$ cat src/rtl/core/assert_macros.svh
// Assertion helpers; empty in synthesis.
`ifndef ASSERT_MACROS_SVH
`define ASSERT_MACROS_SVH
`ifndef SYNTHESIS
`define ASSERT_IMPL(label, clk, rst, a, b) \
  label: assert property (@(posedge clk) disable iff (rst) (a) |-> (b)) \
    else $error("assertion failed");
`define ASSERT_NEXT(label, clk, rst, a, b) \
  label: assert property (@(posedge clk) disable iff (rst) (a) |=> (b)) \
    else $error("assertion failed");
`else
`define ASSERT_IMPL(label, clk, rst, a, b)
`define ASSERT_NEXT(label, clk, rst, a, b)
`endif
`endif

$ cat src/rtl/core/vna_pkg.sv
package vna_pkg;
  localparam int VERTEX_COUNT = 1024;
  localparam int IDX_W = $clog2(VERTEX_COUNT);
  localparam int POS_W = 24;
  localparam int SUM_W = 24;
  localparam int NRM_W = 16;
  localparam int VEC_W = 52;
  localparam logic signed [NRM_W-1:0] ONE_Q14 = 16'sd16384;

  localparam logic [1:0] MODE_LOAD = 2'd0;
  localparam logic [1:0] MODE_TRI  = 2'd1;
  localparam logic [1:0] MODE_READ = 2'd2;
  localparam logic [1:0] MODE_RSVD = 2'd3;

  typedef enum logic [2:0] {
    S_IDLE, S_PRD, S_MUL, S_FNORM, S_RMW, S_RDSUM, S_SNORM
  } top_state_t;

  typedef enum logic [2:0] {
    N_IDLE, N_SHIFT, N_SQ, N_SQRT, N_DIV
  } norm_state_t;

  typedef struct packed {
    logic                    done;
    logic                    zero;
    logic                    busy;
    logic signed [NRM_W-1:0] nx;
    logic signed [NRM_W-1:0] ny;
    logic signed [NRM_W-1:0] nz;
  } norm_res_t;
endpackage

$ cat src/rtl/core/vna_norm.sv
module vna_norm import vna_pkg::*; (
  input  logic                    clk,
  input  logic                    rst,
  input  logic                    go,
  input  logic signed [VEC_W-1:0] vx,
  input  logic signed [VEC_W-1:0] vy,
  input  logic signed [VEC_W-1:0] vz,
  output norm_res_t               res
);
  norm_state_t state, state_next;
  logic [VEC_W-1:0] mag [3];
  logic [2:0] neg;
  logic [59:0] sq;
  logic [60:0] root;
  logic [4:0] k;
  logic [1:0] ci;
  logic [3:0] bc;
  logic [45:0] num, dsh;
  logic [15:0] q;
  logic signed [NRM_W-1:0] n [3];
  logic done, zero;

  logic [VEC_W-1:0] m01, mmax;
  logic [60:0] bitv, trial;
  logic [57:0] sqterm;

  always_comb begin
    m01 = (mag[0] > mag[1]) ? mag[0] : mag[1];
    mmax = (m01 > mag[2]) ? m01 : mag[2];
    bitv = 61'(1) << {k, 1'b0};
    trial = root + bitv;
    sqterm = mag[ci][28:0] * mag[ci][28:0];
  end

  always_comb begin
    state_next = state;
    case (state)
      N_IDLE:  if (go) state_next = N_SHIFT;
      N_SHIFT: if (mmax == '0) state_next = N_IDLE;
               else if (mmax < VEC_W'(1 << 29) && mmax >= VEC_W'(1 << 28))
                 state_next = N_SQ;
      N_SQ:    if (ci == 2'd2) state_next = N_SQRT;
      N_SQRT:  if (k == 5'd0) state_next = N_DIV;
      N_DIV:   if (ci == 2'd2 && bc == 4'd0) state_next = N_IDLE;
      default: state_next = N_IDLE;
    endcase
  end

  always_ff @(posedge clk) begin
    if (rst) begin
      state <= N_IDLE;
      done <= 1'b0;
    end else begin
      state <= state_next;
      done <= (state == N_SHIFT && mmax == '0) ||
              (state == N_DIV && ci == 2'd2 && bc == 4'd0);
    end
  end

  always_ff @(posedge clk) begin
    case (state)
      N_IDLE: begin
        neg <= {vz[VEC_W-1], vy[VEC_W-1], vx[VEC_W-1]};
        mag[0] <= vx[VEC_W-1] ? VEC_W'(-vx) : vx;
        mag[1] <= vy[VEC_W-1] ? VEC_W'(-vy) : vy;
        mag[2] <= vz[VEC_W-1] ? VEC_W'(-vz) : vz;
        ci <= 2'd0;
        sq <= '0;
      end
      N_SHIFT: begin
        zero <= (mmax == '0);
        if (mmax >= VEC_W'(1 << 29)) begin
          for (int i = 0; i < 3; i++) mag[i] <= mag[i] >> 1;
        end else if (mmax < VEC_W'(1 << 28)) begin
          for (int i = 0; i < 3; i++) mag[i] <= mag[i] << 1;
        end
      end
      N_SQ: begin
        sq <= sq + 60'(sqterm);
        ci <= (ci == 2'd2) ? 2'd0 : ci + 2'd1;
        root <= '0;
        k <= 5'd29;
      end
      N_SQRT: begin
        // digit-by-digit integer square root, one result bit per cycle
        if ({1'b0, sq} >= trial) begin
          sq <= 60'({1'b0, sq} - trial);
          root <= (root >> 1) + bitv;
        end else begin
          root <= root >> 1;
        end
        k <= k - 5'd1;
        bc <= 4'd15;
        q <= '0;
        dsh <= '0;
      end
      N_DIV: begin
        // round(mag*16384/len) = (mag*32768 + len) / (2*len)
        if (bc == 4'd15 && dsh == '0) begin
          num <= (46'(mag[ci]) << 15) + 46'(root);
          dsh <= 46'(root) << 16;
        end else begin
          if (num >= dsh) num <= num - dsh;
          if (bc == 4'd0) begin
            n[ci] <= neg[ci] ? -$signed((num >= dsh) ? (q | 16'd1) : q)
                             : $signed((num >= dsh) ? (q | 16'd1) : q);
            q <= '0;
            bc <= 4'd15;
            dsh <= '0;
            ci <= ci + 2'd1;
          end else begin
            if (num >= dsh) q <= q | (16'd1 << bc);
            dsh <= dsh >> 1;
            bc <= bc - 4'd1;
          end
        end
      end
      default: ;
    endcase
  end

  assign res.done = done;
  assign res.zero = zero;
  assign res.busy = (state != N_IDLE);
  assign res.nx = n[0];
  assign res.ny = n[1];
  assign res.nz = n[2];
endmodule
$ cat config.mk
export PLATFORM = sky130hd
export DESIGN_NAME = vna_norm
export DESIGN_NICKNAME = d
export VERILOG_FILES = /design/src/rtl/core/assert_macros.svh /design/src/rtl/core/vna_pkg.sv /design/src/rtl/core/vna_norm.sv
export SDC_FILE = /design/constraint.sdc
export NUM_CORES = 2
export LEC_CHECK = 0
export BUFFER_PORTS_ARGS = -buffer_cell sky130_fd_sc_hd__buf_4
export CAP_MARGIN = 15
export CORE_UTILIZATION = 41
export DETAILED_ROUTE_END_ITERATION = 7
export PLACE_DENSITY = 0.59
export SYNTH_ARGS = -nofsm -noshare
export SYNTH_HDL_FRONTEND = slang
export SYNTH_SLANG_ARGS = --single-unit
$ cat constraint.sdc
create_clock -name clk -period 26.6 [get_ports clk]
set_input_delay 7.98 -clock clk [delete_from_list [all_inputs] [get_ports clk]]
set_output_delay 7.98 -clock clk [all_outputs]
set_load 0.03 [all_outputs]
== Yosys cells after proc, flatten, opt, wreduce, memory -nomap -nowiden ==
Memory sizes are Yosys's and may differ from the RTL's. A register that Yosys moved wholly into a read port is not among the register bits.
Index checks and enable logic that the tools add are counted.
Word-level totals
  register bits after elaboration: 248
  memory bits (writable): 204
  input port bits: 159
  word-level logic and storage cells: 142
  memories: 2
Memory list
  mag: words 3, width 52, rd ports 4, clocked after memory_dff 1, write ports 3, RTL line vna_norm.sv:11  | logic [VEC_W-1:0] mag [3];
  n: words 3, width 16, rd ports 3, clocked after memory_dff 0, write ports 1, RTL line vna_norm.sv:20  | logic signed [NRM_W-1:0] n [3];
Cells by class
  add/sub/neg operators: 13
  $mul: 1
  $lt $le $gt $ge: 9
  equality and inequality tests: 15
  shift operators: 2
  multiplexer cells: 57
  bitwise logic cells: 7
  reductions and logical operators: 24
Operators by type and width (count)
  2-to-1 mux 52 bit: 11
  case mux 60 bit (3 select lines): 1
  negator 52 bit: 3
  2-to-1 mux 46 bit: 3
  case mux 61 bit (2 select lines): 1
  greater-than comparator 52 bit: 2
  case mux 46 bit (2 select lines): 1
  2-to-1 mux 16 bit: 4
  adder 60 x 61 -> 61 bit: 1
  adder 61 bit: 1
  greater-or-equal comparator 60 x 61 -> 1 bit: 1
  2-to-1 mux 61 bit: 1
  left shift 1 x 6 -> 61 bit, first input constant: 1
  adder 60 x 58 -> 60 bit: 1
  2-to-1 mux 60 bit: 1
  subtractor 60 bit: 1
  multiplier 29 x 29 -> 58 bit: 1
  greater-or-equal comparator 52 x 29 -> 1 bit, second input constant: 1
  greater-or-equal comparator 52 x 30 -> 1 bit, second input constant: 1
  zero test 52 bit: 1
  less-than comparator 52 x 29 -> 1 bit, second input constant: 1
  less-than comparator 52 x 30 -> 1 bit, second input constant: 1
  adder 46 bit: 1
  greater-or-equal comparator 46 bit: 1
  other kinds (40): 86

== Longest topological paths before layout ==
An unclocked memory read counts as a cell.
  word-level depth: 11
  mapped depth: 39
  mapped depth without buffers: 34

== Worst setup path after synthesis ==
Ideal clock, no wire load.
  path type: register to register
  start: mem mag[0][25]
  end: mem mag[0][0] (enable)
  data arrival time: 15.642 ns
  data required time: 25.738 ns
  slack: 10.096 ns
  stages on the path, launching flop included: 20
  clock period less this slack: 16.504 ns
  cell sequence: edfxtp_1 > ha_1 > and3_1 > nand3_1 > or4_1 > or4_1 > nand3_1 > buf_4 > clkbuf_1 > mux2_2 > ha_1 > nand4_1 > or3_1 > or4_1 > nor3_1 > a21oi_1 > mux2_2 > buf_2 > and3_1 > nor3_1
RTL lines (RTL line)
  from (decl): vna_norm.sv:11

==> flow_metrics.py <==
metrics = {
    "detailed_routing": {
        "drtAntennaViolNets": 0,
        "met2_wirelength_um": 95200,
        "top_layer": "met4",
        "viasPerCell": 5.74,
        "drt-wirelength-per-cell_um": 22.6,
        "num_vias": 52900,
        "drc": 60,
        "drtIter0Drc": 4839,
        "postRouteWirelength_um": 208000,
        "first_pass_iters": 8,
        "wl_met1_um": 89100,
        "met3_length_um": 16400,
    },
    "global_routing": {
        "antenna_found_initial": 2,
        "grt_remaining_overflow": 0,
        "grt_max_degree": 96,
        "grt_pass1_vias": 52400,
        "grt_usage_pct": 26.1,
        "grt_pass1_wl_um": 316000,
    },
    "clocking": {
        "cts_root_buf": "clkbuf_16",
        "cts_repair_resize_count": 0,
        "clkTransAtPathRegs_ns": 0.06,
        "clk_latency_ns": 0.69,
        "hold_buffers": 0,
        "cts_setup_buffers": 0,
        "clk_path_buf_depth": 3,
        "cts.sinks": 454,
        "cts_tree": "built",
        "cts_made_buffers": 55,
        "htree_levels": 2,
    },
    "sta": {
        "worstMarginPinSlew_ns": 1.16,
        "fin_crit_ns": 11.45,
        "finalCritPeriodShare_pct": 43.0,
        "slew-limit-headroom_pct": 22.5,
        "slew_violations": 0,
        "fmax_mhz": 87.4,
        "skew_ns": 0.0472,
        "setup_viol": 0,
        "setup_tns_ns": 0,
        "finalHoldViolCount": 0,
        "rsz0062_at_grt": "false",
    },
    "layout": {
        "layout.nets": 8559,
        "design_area_um2": 69300,
        "filler_cell_count": 15000,
        "final_core_util_pct": 44.9,
        "area_growth_pct": 8.69,
        "drive_above_1_share_pct": 7.19,
    },
    "logic_synthesis": {
        "netlist_area_um2": 63700,
        "synth_edf_count": 448,
        "synthCells": 7063,
        "synth.distinct_cells": 91,
        "yosysWarnings": 0,
        "async_flop_share_pct": 0,
        "avgSynthCellArea_um2": 9.02,
        "syn_nets": 8501,
        "ys.flop_type": "edfxtp_1",
        "synth_seq_area_share_pct": 21.3,
        "ys_ff_latch": 454,
    },
    "floorplanning": {
        "core-area_um2": 154000,
        "die_y_um": 396,
        "dieArea_um2": 157000,
        "start_util_pct": 41.3,
        "ios": 210,
        "rows": 144,
        "fp.dieW_um": 396,
    },
    "setup_path": {
        "critPathMaxStageDelay_ns": 1.03,
        "worstPathRequired_ns": 26.99,
        "critPathSlowestCell": "clkinv_1",
        "arrival_ns": 11.84,
        "endpoint_kind": "flop",
        "r2r_cells": 31,
        "crit_fanout": 31,
        "worstSetupStartpointType": "flop",
        "cpMostUsedCell": "fa_1",
        "worstSetupPathType": "flop to flop",
    },
    "job": {
        "drv_cap": 0,
    },
    "placement": {
        "dp_hpwl_um": 164000,
        "postPlaceCellArea_um2": 67500,
        "portBuffers": 209,
        "gp_congestion": 0.949,
    },
    "min_path": {
        "hold_depth": 1,
        "worstHoldPathType": "flop to flop",
    },
    "run_status": {
        "violations": "DRC",
        "status": "finished with violations",
    },
}
-- sequential cells by signal (all words and copies together), names as in the netlist, named ones only --
signal and count:
ci 2, root 61, mag 156, k 5, neg 3, n 48
done 1, num 46, q 16, sq 60, dsh 46, bc 4
state 3, zero 1
-- cells in the final DEF, fill, tap and decap left out, types with 66 or more instances in the layout --
master and instances:
a21o_1 184, a21oi_1 430, a31oi_1 66, buf_4 303, edfxtp_1 448, fa_1 721
ha_1 558, inv_1 1135, nand2_1 541, nand3_1 76, nand4_1 76, nor2_1 523
nor3_1 82, o21ai_0 274, o22ai_1 273, xnor2_1 275, xor2_1 156
-- cells by family (layout without fill, tap and decap cells) --
kind of cell	after synthesis	after routing	synth area share, %
flops	454	454	21.3
other cells	0	3	0
buf+inv	1450	1553	8.60
xor+xnor	431	431	5.92
simple gates	1673	1673	12.2
fa+ha+maj	1279	1279	33.6
compound gates	1668	1668	16.6
mux	108	108	1.80
-- per-stage QoR --
step | worst slack, ns | hold slack, ns | instances
3_3_place_gp | 15.14 | 0.571 | 9107
3_5_place_dp | 15.14 | 0.576 | 9108
4_1_cts | 15.25 | 0.590 | 9210
6_report | 15.15 | 0.592 | 9213
2_1_floorplan | 10.10 | 0.508 | 7063
5_1_grt | 14.72 | 0.611 | 9210
-- Yosys cell counts, drive strengths merged, types with 54 or more instances --
cell	instances	share of area [%]
inv	1137	6.7
fa	721	23
ha	558	11
nand2	544	3.2
nor2	526	3.1
edfxtp	448	21
a21oi	433	3.4
o21ai	286	2.3
xnor2	275	3.8
o22ai	273	2.7
clkbuf	249	1.5
a21o	184	2.2
xor2	156	2.1
nor3	86	0.70
nand3	77	0.60
nand4	77	0.77
a31oi	66	0.65
o31ai	66	0.81
nor4	64	0.64
or3	62	0.62
o21a	60	0.71
mux2i	55	0.86
buf	54	0.37
-- metal layers --
layer	GRT usage, %	vias up
met4	8.57	0
met3	4.64	291
met5	0	-
met2	41.9	2001
li1	-	24300
met1	35.6	26300
-- worst max-delay path: cells and delay by family, from the launching register on --
family,cells,cell delay (ns)
flops,1,0.98
fa+ha+maj,9,4.43
xor+xnor,1,0.16
simple gates,4,0.87
buf+inv,8,1.43
mux,1,0.26
compound gates,8,3.00
-- worst paths after layout --
path                 from       to  slack (ns)
setup / recovery     flop   sq[58]       15.15
hold / removal    dsh[45]  dsh[44]        0.59
setup reg to reg     flop   sq[58]       15.15
hold reg to reg   dsh[45]  dsh[44]        0.59
-- final cells by class --
cell class / instances / area, um^2 / area share, %
inverter: 1147 / 4310 / 6.22
sequential: 454 / 13600 / 19.6
multi-input combinational: 5159 / 44800 / 64.6
antenna: 3 / 7.51 / 0.0108
tap: 2044 / 2560 / 3.69
timing repair buffer: 304 / 2280 / 3.29
clock inverter: 34 / 344 / 0.497
clock buffer: 68 / 1430 / 2.06
Power is not shown: default switching activity piles up to over one toggle a cycle in this logic, so the estimate is an artifact.
